### config.mk
export PLATFORM = sky130hd
export DESIGN_NAME = stick_gesture_calibration_trigger
export DESIGN_NICKNAME = d
export VERILOG_FILES = /design/src/hw/rtl/sgct_pkg.sv /design/src/hw/rtl/sgct_pose.sv /design/src/hw/rtl/sgct_step.sv /design/src/hw/rtl/stick_gesture_calibration_trigger.sv
export SDC_FILE = /design/constraint.sdc
export NUM_CORES = 1
export LEC_CHECK = 0
export ABC_CLOCK_PERIOD_IN_PS = 21700
export BUFFER_PORTS_ARGS = -buffer_cell sky130_fd_sc_hd__buf_2
export CORE_MARGIN = 8
export CORE_UTILIZATION = 50
export CTS_BUF_LIST = sky130_fd_sc_hd__clkbuf_8 sky130_fd_sc_hd__clkbuf_16
export DETAILED_ROUTE_END_ITERATION = 7
export GPL_TIMING_DRIVEN = 0
export PLACE_DENSITY = 0.67
export SYNTH_ARGS = -nofsm -noshare
export SYNTH_HDL_FRONTEND = slang
export SYNTH_SLANG_ARGS = --single-unit
### constraint.sdc
create_clock -name clk -period 21.7 [get_ports clk]
set_clock_uncertainty 0.2 [all_clocks]
set_input_delay 0 -clock clk [delete_from_list [all_inputs] [get_ports clk]]
set_output_delay 0 -clock clk [all_outputs]
set_load 0.05 [all_outputs]
### src/hw/rtl/sgct_pkg.sv
// Shared types and constants for the stick-gesture calibration trigger.
// Used by sgct_pose, sgct_step and the top level; depends on nothing else.
package sgct_pkg;

    localparam int CH_W       = 11;
    localparam int THRESH_W   = 10;
    localparam int HOLD_W     = 16;
    localparam int TICK_W     = 32;
    localparam int BEEP_W     = 16;
    localparam int TEMP_W     = 8;
    localparam int CFG_IDX_W  = 3;
    localparam int CFG_DATA_W = 32;
    localparam int IN_DATA_W  = 88;
    localparam int OUT_DATA_W = 16;

    // added to the mcu temperature for the heater target
    localparam logic signed [TEMP_W:0] HEAT_OFFSET = 9'sd10;

    // configuration register indexes
    localparam logic [CFG_IDX_W-1:0] CFG_STICK_THRESHOLD  = 3'd0;
    localparam logic [CFG_IDX_W-1:0] CFG_HOLD_TICKS       = 3'd1;
    localparam logic [CFG_IDX_W-1:0] CFG_WINDOW_MS        = 3'd2;
    localparam logic [CFG_IDX_W-1:0] CFG_MIDDLE_MS        = 3'd3;
    localparam logic [CFG_IDX_W-1:0] CFG_BEEP_CYCLE_TICKS = 3'd4;
    localparam logic [CFG_IDX_W-1:0] CFG_BEEP_PAUSE_TICKS = 3'd5;
    localparam logic [CFG_IDX_W-1:0] CFG_MAX_HEAT_TEMP    = 3'd6;

    typedef enum logic [1:0] {
        MODE_IDLE  = 2'd0,
        MODE_OPEN  = 2'd1,
        MODE_UPPER = 2'd2,
        MODE_LOWER = 2'd3
    } mode_t;

    typedef struct packed {
        logic [THRESH_W-1:0]      stick_threshold;
        logic [HOLD_W-1:0]        hold_ticks;
        logic [TICK_W-1:0]        window_ms;
        logic [TICK_W-1:0]        middle_ms;
        logic [BEEP_W-1:0]        beep_cycle_ticks;
        logic [BEEP_W-1:0]        beep_pause_ticks;
        logic signed [TEMP_W-1:0] max_heat_temp;
    } cfg_t;

    // input word, first field in the lowest bits
    typedef struct packed {
        logic [1:0]               pad;
        logic [TICK_W-1:0]        now_tick;
        logic signed [TEMP_W-1:0] mcu_temp;
        logic                     right_switch_down;
        logic                     left_switch_down;
        logic signed [CH_W-1:0]   stick_ch3;
        logic signed [CH_W-1:0]   stick_ch2;
        logic signed [CH_W-1:0]   stick_ch1;
        logic signed [CH_W-1:0]   stick_ch0;
    } in_item_t;

    // result word, first field in the lowest bits
    typedef struct packed {
        logic [2:0]               pad;
        mode_t                    mode;
        logic                     beep_stop;
        logic                     beep_start;
        logic signed [TEMP_W-1:0] heat_target;
        logic                     gyro_cal_start;
    } out_item_t;

    // pose flags, switches already folded in
    typedef struct packed {
        logic inner;
        logic upper;
        logic lower;
    } pose_t;

endpackage

### src/hw/rtl/sgct_pose.sv
// Stick pose classifier: compares the four channels against the threshold.
// Depends on sgct_pkg.
module sgct_pose (
    input  sgct_pkg::in_item_t              item,
    input  logic [sgct_pkg::THRESH_W-1:0]   stick_threshold,
    output sgct_pkg::pose_t                 pose
);
    import sgct_pkg::*;

    logic signed [CH_W:0] pos_th;
    logic signed [CH_W:0] neg_th;
    logic [3:0]           hi;
    logic [3:0]           lo;
    logic                 both_down;

    // threshold as signed bounds one bit wider than a channel
    assign pos_th = $signed({{(CH_W + 1 - THRESH_W){1'b0}}, stick_threshold});
    assign neg_th = -pos_th;

    // per-channel extreme tests
    always_comb
    begin
        hi[0] = $signed({item.stick_ch0[CH_W-1], item.stick_ch0}) > pos_th;
        hi[1] = $signed({item.stick_ch1[CH_W-1], item.stick_ch1}) > pos_th;
        hi[2] = $signed({item.stick_ch2[CH_W-1], item.stick_ch2}) > pos_th;
        hi[3] = $signed({item.stick_ch3[CH_W-1], item.stick_ch3}) > pos_th;
        lo[0] = $signed({item.stick_ch0[CH_W-1], item.stick_ch0}) < neg_th;
        lo[1] = $signed({item.stick_ch1[CH_W-1], item.stick_ch1}) < neg_th;
        lo[2] = $signed({item.stick_ch2[CH_W-1], item.stick_ch2}) < neg_th;
        lo[3] = $signed({item.stick_ch3[CH_W-1], item.stick_ch3}) < neg_th;
    end

    assign both_down = item.left_switch_down & item.right_switch_down;

    // inner eight, upper outer eight, lower outer eight
    assign pose.inner = both_down & lo[0] & lo[1] & hi[2] & lo[3];
    assign pose.upper = both_down & hi[0] & hi[1] & lo[2] & hi[3];
    assign pose.lower = both_down & hi[0] & lo[1] & lo[2] & lo[3];

endmodule

### src/hw/rtl/sgct_step.sv
// Gesture state and one-word step logic: hold count, mode, window, beep cadence.
// Depends on sgct_pkg; takes pose flags from sgct_pose.
module sgct_step (
    input  logic               clk,
    input  logic               rst_n,
    input  logic               fire,
    input  sgct_pkg::in_item_t item,
    input  sgct_pkg::pose_t    pose,
    input  sgct_pkg::cfg_t     cfg,
    output sgct_pkg::out_item_t result
);
    import sgct_pkg::*;

    logic [HOLD_W-1:0]        hold_count_reg,   hold_count_next;
    mode_t                    mode_reg,         mode_next;
    logic [TICK_W-1:0]        window_start_reg, window_start_next;
    logic [BEEP_W-1:0]        beep_count_reg,   beep_count_next;
    logic signed [TEMP_W-1:0] heat_target_reg,  heat_target_next;

    logic                     over;
    mode_t                    mode_act;
    logic signed [TEMP_W:0]   heat_sum;
    logic signed [TEMP_W:0]   heat_max;
    logic [TICK_W-1:0]        elapsed;
    logic                     timed_out;
    logic                     cal;
    logic                     bstart;
    logic                     bstop;
    logic [BEEP_W-1:0]        beep_inc;

    assign over     = hold_count_reg > cfg.hold_ticks;
    assign heat_sum = $signed({item.mcu_temp[TEMP_W-1], item.mcu_temp}) + HEAT_OFFSET;
    assign heat_max = $signed({cfg.max_heat_temp[TEMP_W-1], cfg.max_heat_temp});
    assign beep_inc = beep_count_reg + 1'b1;

    always_comb
    begin
        hold_count_next   = hold_count_reg;
        mode_act          = mode_reg;
        window_start_next = window_start_reg;
        heat_target_next  = heat_target_reg;
        beep_count_next   = beep_count_reg;
        cal               = 1'b0;
        bstart            = 1'b0;
        bstop             = 1'b0;

        // act on the hold count left by the previous word
        if (over)
        begin
            case (mode_reg)
                MODE_IDLE:
                begin
                    window_start_next = item.now_tick;
                    mode_act          = MODE_OPEN;
                    hold_count_next   = '0;
                end
                MODE_UPPER:
                begin
                    mode_act        = MODE_IDLE;
                    hold_count_next = '0;
                end
                MODE_LOWER:
                begin
                    mode_act        = MODE_IDLE;
                    hold_count_next = '0;
                    cal             = 1'b1;
                    if (heat_sum > heat_max)
                        heat_target_next = heat_max[TEMP_W-1:0];
                    else
                        heat_target_next = heat_sum[TEMP_W-1:0];
                end
                default:
                begin
                end
            endcase
        end

        // classify the current pose
        mode_next = mode_act;
        if (pose.inner && mode_act == MODE_IDLE)
            hold_count_next = hold_count_next + 1'b1;
        else if (pose.upper && mode_act != MODE_IDLE)
        begin
            hold_count_next = hold_count_next + 1'b1;
            mode_next       = MODE_UPPER;
        end
        else if (pose.lower && mode_act != MODE_IDLE)
        begin
            hold_count_next = hold_count_next + 1'b1;
            mode_next       = MODE_LOWER;
        end
        else
            hold_count_next = '0;

        // window timeout and start beep
        elapsed   = item.now_tick - window_start_next;
        timed_out = elapsed > cfg.window_ms;
        if (timed_out)
            mode_next = MODE_IDLE;
        else if (elapsed <= cfg.middle_ms && elapsed != '0 && mode_next != MODE_IDLE)
            bstart = 1'b1;

        // intermittent beep cadence
        if (!timed_out && mode_next != MODE_IDLE)
        begin
            beep_count_next = beep_inc;
            if (beep_inc > cfg.beep_cycle_ticks)
                beep_count_next = '0;
            bstop = beep_count_next > cfg.beep_pause_ticks;
        end
    end

    // state updates once per accepted word
    always_ff @(posedge clk or negedge rst_n)
    begin
        if (!rst_n)
        begin
            hold_count_reg   <= '0;
            mode_reg         <= MODE_IDLE;
            window_start_reg <= '0;
            beep_count_reg   <= '0;
            heat_target_reg  <= '0;
        end
        else if (fire)
        begin
            hold_count_reg   <= hold_count_next;
            mode_reg         <= mode_next;
            window_start_reg <= window_start_next;
            beep_count_reg   <= beep_count_next;
            heat_target_reg  <= heat_target_next;
        end
    end

    // result word
    always_comb
    begin
        result                = '0;
        result.gyro_cal_start = cal;
        result.heat_target    = heat_target_next;
        result.beep_start     = bstart;
        result.beep_stop      = bstop;
        result.mode           = mode_next;
    end

endmodule

### src/hw/rtl/stick_gesture_calibration_trigger.sv
// Stick-gesture calibration trigger top level: config registers, input and
// result registers, stream handshake. Depends on sgct_pkg, sgct_pose, sgct_step.
// The result word is registered: input register, step logic, result register.
// Throughput: one word per cycle while m_tready does not stall the result register, set by the
// step logic, which forms each result combinationally between the input and result registers.
// Reset: rst_n async active low clears state and valid flags and loads
// the default configuration.
module stick_gesture_calibration_trigger (
    input  logic                               clk,
    input  logic                               rst_n,
    // configuration write port
    input  logic                               cfg_wen,
    input  logic [sgct_pkg::CFG_IDX_W-1:0]     cfg_index,
    input  logic [sgct_pkg::CFG_DATA_W-1:0]    cfg_wdata,
    // input stream
    input  logic                               s_tvalid,
    output logic                               s_tready,
    // stick_ch0, stick_ch1, stick_ch2, stick_ch3, left_switch_down,
    // right_switch_down, mcu_temp, now_tick, 2 bits zero
    input  logic [sgct_pkg::IN_DATA_W-1:0]     s_tdata,
    // result stream
    output logic                               m_tvalid,
    input  logic                               m_tready,
    // gyro_cal_start, heat_target, beep_start, beep_stop, mode, 3 bits zero
    output logic [sgct_pkg::OUT_DATA_W-1:0]    m_tdata
);
    import sgct_pkg::*;

    cfg_t      cfg_reg;
    logic      in_valid_reg;
    in_item_t  in_item_reg;
    logic      out_valid_reg;
    out_item_t out_item_reg;
    logic      advance;
    logic      fire;
    pose_t     pose;
    out_item_t result;

    // configuration registers
    always_ff @(posedge clk or negedge rst_n)
    begin
        if (!rst_n)
        begin
            cfg_reg.stick_threshold  <= 10'd600;
            cfg_reg.hold_ticks       <= 16'd2000;
            cfg_reg.window_ms        <= 32'd20000;
            cfg_reg.middle_ms        <= 32'd10000;
            cfg_reg.beep_cycle_ticks <= 16'd400;
            cfg_reg.beep_pause_ticks <= 16'd200;
            cfg_reg.max_heat_temp    <= 8'sd45;
        end
        else if (cfg_wen)
        begin
            case (cfg_index)
                CFG_STICK_THRESHOLD:  cfg_reg.stick_threshold  <= cfg_wdata[THRESH_W-1:0];
                CFG_HOLD_TICKS:       cfg_reg.hold_ticks       <= cfg_wdata[HOLD_W-1:0];
                CFG_WINDOW_MS:        cfg_reg.window_ms        <= cfg_wdata[TICK_W-1:0];
                CFG_MIDDLE_MS:        cfg_reg.middle_ms        <= cfg_wdata[TICK_W-1:0];
                CFG_BEEP_CYCLE_TICKS: cfg_reg.beep_cycle_ticks <= cfg_wdata[BEEP_W-1:0];
                CFG_BEEP_PAUSE_TICKS: cfg_reg.beep_pause_ticks <= cfg_wdata[BEEP_W-1:0];
                CFG_MAX_HEAT_TEMP:    cfg_reg.max_heat_temp    <= $signed(cfg_wdata[TEMP_W-1:0]);
                default:
                begin
                end
            endcase
        end
    end

    // handshake: the input register moves on whenever the result register frees
    assign advance  = !out_valid_reg || m_tready;
    assign fire     = in_valid_reg && advance;
    assign s_tready = !in_valid_reg || advance;

    // input register
    always_ff @(posedge clk or negedge rst_n)
    begin
        if (!rst_n)
            in_valid_reg <= 1'b0;
        else if (s_tready)
            in_valid_reg <= s_tvalid;
    end

    always_ff @(posedge clk)
    begin
        if (s_tready && s_tvalid)
            in_item_reg <= in_item_t'(s_tdata);
    end

    sgct_pose u_pose (
        .item            (in_item_reg),
        .stick_threshold (cfg_reg.stick_threshold),
        .pose            (pose)
    );

    sgct_step u_step (
        .clk    (clk),
        .rst_n  (rst_n),
        .fire   (fire),
        .item   (in_item_reg),
        .pose   (pose),
        .cfg    (cfg_reg),
        .result (result)
    );

    // result register
    always_ff @(posedge clk or negedge rst_n)
    begin
        if (!rst_n)
            out_valid_reg <= 1'b0;
        else if (advance)
            out_valid_reg <= in_valid_reg;
    end

    always_ff @(posedge clk)
    begin
        if (fire)
            out_item_reg <= result;
    end

    assign m_tvalid = out_valid_reg;
    assign m_tdata  = out_item_reg;

    // a calibration request always leaves the mode idle
    a_cal_idle: assert property (@(posedge clk) disable iff (!rst_n)
        m_tvalid && m_tdata[0] |-> m_tdata[12:11] == MODE_IDLE)
        else $error("calibration word with mode not idle");

    // beeps only while a window is open
    a_beep_mode: assert property (@(posedge clk) disable iff (!rst_n)
        m_tvalid && (m_tdata[9] || m_tdata[10]) |-> m_tdata[12:11] != MODE_IDLE)
        else $error("beep issued with mode idle");

    // input side stalls only behind a stalled result
    a_stall: assert property (@(posedge clk) disable iff (!rst_n)
        !s_tready |-> m_tvalid && !m_tready)
        else $error("input stalled without output backpressure");

    // a word in the input register reaches the result register next cycle
    a_flow: assert property (@(posedge clk) disable iff (!rst_n)
        fire |=> m_tvalid)
        else $error("processed word lost");

endmodule
# Word-level counts from Yosys, hierarchy flattened
# Cells that the tools add are included.
# totals
wordCells	116
reg_bits	305
# op_classes
n_addsub	5
n_bitwise	12
n_eq_ne	8
reduce_logical	30
muxes	20
magnitude_cmp	14
# op_table
op	n
16-bit two-way mux	7
32-bit two-way mux	2
16-bit greater-than comparator	3
11-bit by 12-bit < comparator with 1-bit output	4
11-bit greater-than comparator	4
16-bit by 1-bit adder with 16-bit output, second input constant	2
32-bit greater-than comparator	1
32-bit less-or-equal comparator	1
32-bit nonzero test	1
32-bit subtractor	1
8-bit two-way mux	3
2-bit AND reduction	8
1-bit AND	12
10-bit negator with 12-bit output	1
2-bit two-way mux	5
8-bit by 5-bit adder with 9-bit output, second input constant	1
3-bit equality test, second input constant	3
9-bit by 8-bit greater-than comparator with 1-bit output	1
1-bit logical AND	8
3-bit by 2-bit equality test with 1-bit output, second input constant	2
2-bit nonzero test	3
2-bit equality test, second input constant	2
2-bit zero test	2
2-bit case mux with 2 select lines	1
other kinds (7)	11

# Logic depth before layout (Yosys ltp)
# depth
word_depth	14
depth_mapped	37
ltp_nobuf	31

# Modules after synthesis
# From an unflattened synthesis, not the netlist that was laid out.
# hier_totals
hier_cells	1830
hier_area_um2	19875.3
# modules_own_cells
mod	area_per_inst_um2	seq_area_each_um2	n_inst	cells_per_inst
sgct_step	9429.0	1851.8	1	1188
stick_gesture_calibration_trigger	8346.8	6463.7	1	393
sgct_pose	2099.5	0.0	1	249

# Worst setup path before layout
# OpenSTA, ideal clock, no wires.
# synth_path
kind	reg2reg
startpoint	register cfg_reg[111] (netlist bit)
endpoint	register u_step.beep_count_reg[10]
synth_period_minus_slack_ns	8.201
stages_incl_launch_ff	35
path_slack_ns	13.499
n_path_buf	4
arrival_time_ns	7.876
required_time_ns	21.375
path_cell_list	dfstp_2 inv_1 ha_1 and4_1 nand3_1 a21oi_2 nor3_1 clkbuf_1 nor2_1 clkbuf_1 mux2i_1 ha_1 a21o_1 a21oi_1 nand3_1 o21a_1 a21o_1 a211o_1 or3_1 and2_1 ha_1 a21o_1 a21o_1 a21o_1 a21o_1 a21o_1 a21o_1 a221o_1 a211oi_1 a211oi_1 nor2_1 and3_1 clkbuf_1 buf_2 mux2_2
# synth_between
elab_chain_cells	11
word_cells_on_any_way	18
cone_classes	add/sub (1); order compare (2); mux (6); reduce/logical (9)
# synth_rtl
element	line_no	rtl
start: declaration	stick_gesture_calibration_trigger.sv:29	cfg_t cfg_reg;
16-bit greater-than comparator (*)	sgct_step.sv:31	assign over = hold_count_reg > cfg.hold_ticks;
branches (longest 8 deep; another with 32-bit subtractor)	-	
1-bit logical AND (*)	sgct_step.sv:104	if (!timed_out && mode_next != MODE_IDLE)
2-bit AND reduction (no source line) (*)	-	
end signal: assignment	sgct_step.sv:129	beep_count_reg <= beep_count_next;
end: declaration	sgct_step.sv:17	logic [BEEP_W-1:0] beep_count_reg, beep_count_next;
# Every way passes the cells marked *.
# A chain may end at the register's enable or synchronous reset.

==> impl_metrics.env <==
export IMPL_synth_area_mux_share_pct=7.05
export IMPL_yosys_area_top_type="dfrtp_1"
export IMPL_grt_pass1_vias=17600
export IMPL_netlist_area_leader_share_pct=22.1
export IMPL_synth_edf_count=99
export IMPL_run_status="finished, final reports clean"
export IMPL_end_kind="flip-flop"
export IMPL_dp_cells=2687
export IMPL_synth_ff_type="dfrtp_1"
export IMPL_drtAntennaViolNets=0
export IMPL_synthDistinctLibCells=80
export IMPL_ys_top_cells_by_area="dfrtp_1 (22%), edfxtp_1 (15%), ha_1 (15%)"
export IMPL_swShare_pct=36.6
export IMPL_relSlewSlack_pct=16.8
export IMPL_async_reset_ff_share_pct=67.5
export IMPL_register_area_um2=8170
export IMPL_power_switching_w=0.000834
export IMPL_netlist_area_um2=19900
export IMPL_vias=16900
export IMPL_dr_pass1_iters=5
export IMPL_fmax_mhz=96.0
export IMPL_dpl_worst_slack_ns=11.43
export IMPL_fin_nets=2788
export IMPL_yosys_area_share_simple_pct=14.5
export IMPL_die_y_um=215
export IMPL_root_buffer="clkbuf_16"
export IMPL_antenna_found_initial=1
export IMPL_dieArea_um2=46400
export IMPL_placed_area_um2=21300
export IMPL_port_buffers=138
export IMPL_drive_gt1_share_pct=14.0
export IMPL_multiInputGateArea_um2=10800
export IMPL_clkTransAtPathRegs_ns=0.06
export IMPL_synth_adder_area_share_pct=14.9
export IMPL_setup_tns_final_ns=0
export IMPL_postCtsSetupRepairBufs=0
export IMPL_syn_inst=2020
export IMPL_fin_crit_sh_pct=48.0
export IMPL_rsz0062_at_grt="false"
export IMPL_intPower_w=0.00144
export IMPL_power_share_clock_pct=26.8
export IMPL_viasPerCell=5.67
export IMPL_crit_type="reg2reg"
export IMPL_rows=73
export IMPL_p_leak_nw=11.2
export IMPL_largest_reg_flops=130
export IMPL_tightestPinTransition_ns=1.22
export IMPL_cp_top_family="compound AO/OA/AOI/OAI gates"
export IMPL_initial_core_util_pct=50.4
export IMPL_ir_worst_vdd_v=0.0000657
export IMPL_synth_top_family_by_area="compound AO/OA/AOI/OAI gates"
export IMPL_ys_seq_area_share_pct=41.1
export IMPL_setup_viol=0
export IMPL_wl_per_cell_um=18.8
export IMPL_worst_path_buf_inv=3
export IMPL_fillers=3294
export IMPL_cp_required_ns=21.91
export IMPL_path_common_cell="a21o_1"
export IMPL_routed_wl_mm=56.1
export IMPL_finalMaxSlewViolations=0
export IMPL_cp_start_kind="flip-flop"
export IMPL_ctsHtreeMaxLevel=2
export IMPL_worstPathMaxFanout=10
export IMPL_cts_sinks=305
export IMPL_drtIter0Drc=1103
export IMPL_ys_ff_latch=305
export IMPL_grt_total_usage_pct=23.8
export IMPL_critical_path_arrival_ns=10.62
export IMPL_drcViolationCount=0
export IMPL_max_stage_delay_ns=0.99
export IMPL_grt_ovfl_total=0
export IMPL_clkLatencyLatePin_ns=0.57
export IMPL_numCtsBuffers=36
export IMPL_cts_hold_fix_buffers=222
export IMPL_ios=146
export IMPL_finalInstanceArea_um2=24700
export IMPL_pwr_share_comb_pct=40.8
export IMPL_finalHoldViolCount=0
export IMPL_dp_hpwl_mm=40.6
export IMPL_seq_power_share_pct=32.4
export IMPL_instances_no_fill=2977
export IMPL_yosysMostFrequentCell="ha_1"
export IMPL_grt_max_degree=113
export IMPL_coreArea_um2=39500
export IMPL_grt_pass1_wl_mm=90.6
export IMPL_die_x_um=215
export IMPL_gp_congestion=0.919
export IMPL_period_needed_ns=10.41
export IMPL_synth_compound_area_share_pct=15.9
export IMPL_avgSynthCellArea_um2=9.84
export IMPL_timing_final_ws_setup_ns=11.29
export IMPL_synth_xor_area_share_pct=1.85
export IMPL_maxCapViolations=0
export IMPL_cts_tree="yes"
export IMPL_cts_resized=0
export IMPL_synthToLayoutAreaGrowth_pct=24.4
export IMPL_synth_commonest_cells="ha_1 (237), inv_1 (181), nand2_1 (180)"
export IMPL_cp_slowest_cell="a2111oi_0"
export IMPL_synth_warnings=0
export IMPL_clock_path_buffers=3
export IMPL_power_density_nw_per_um2=92.0
export IMPL_final_util_pct=62.7
export IMPL_worst_hold_path_type="in2reg"
## metrics by stage
stage | total power, W | hold WS (ns)
final | 0.00228 | 0.0154
after global routing | 0.00243 | 0.0283
after CTS | 0.00228 | 0.00536
after detailed placement | 0.00162 | -0.118
after global placement | 0.00158 | -0.0238
after floorplan | 0.00137 | -0.496
## kinds of logic after synthesis
family,count (synthesis)
DFF,305
other,1
buffers and inverters,246
xor gates and xnor gates,42
muxes,129
AOI/OAI and AO/OA,492
and+or+nand+nor,568
adders and majority gates,237
## worst paths after layout
kind | from | end | slack (ns) | cells past startpoint
min in group asynchronous | rst_n | cfg_reg[28]$_DFFE_PN1P_ | 0.41 | 3
worst max-delay path | cfg_reg[111]$_DFFE_PN1P_ | m_tdata[10]$_SDFFCE_PN0P_ | 11.29 | 32
worst min register to register | u_step.window_start_reg[23]$_DFFE_PN0P_ | u_step.window_start_reg[23]$_DFFE_PN0P_ | 0.28 | 2
worst min-delay path | cfg_wdata[20] | cfg_reg[92]$_DFFE_PN0P_ | 0.02 | 4
worst max register to register | cfg_reg[111]$_DFFE_PN1P_ | m_tdata[10]$_SDFFCE_PN0P_ | 11.29 | 32
max in group asynchronous | rst_n | u_step.window_start_reg[26]$_DFFE_PN0P_ | 20.25 | 4
## final cells by class
cell class,count,area share [%]
clock buffer,41,3.92
inverter,181,2.75
multi-input combinational,1471,43.6
timing repair buffer,363,12.1
buffer,65,1.08
sequential,305,33.0
tap,525,2.66
clock inverter,25,0.905
antenna,1,0.0101
## tightest hold or removal path: stages
cell	delay (ns)
dlygate4sd3_1	0.52
buf_2	0.11
nand2_1	0.04
o21ai_0	0.06
## metal layers
metal,vias up,share of wire [%],track usage [%]
li1,8138,-,-
met1,8210,45,31.2
met2,419,47,39.8
met3,108,5.0,4.20
met4,0,3.0,7.67
met5,-,0,0
## cells in the final DEF, fill, tap and decap left out, drive strengths merged, types with 68 or more instances in the layout
| master | instances |
|---|---|
| ha | 237 |
| dlygate4sd3 | 221 |
| inv | 192 |
| nand2 | 180 |
| dfrtp | 176 |
| o21ai | 156 |
| buf | 148 |
| clkbuf | 100 |
| edfxtp | 99 |
| a21oi | 93 |
| mux2 | 88 |
| nor2 | 87 |
| o21a | 68 |
## power by group through the flow
stage	registers (W)	logic [W]	clock network (W)
5_1_grt	0.000748	0.00104	0.000645
6_report	0.000738	0.000928	0.000611
3_5_place_dp	0.000747	0.000876	0
4_1_cts	0.000737	0.000916	0.000623
2_1_floorplan	0.000740	0.000628	0
3_3_place_gp	0.000744	0.000840	0
Power figures use the tool's default switching activity.
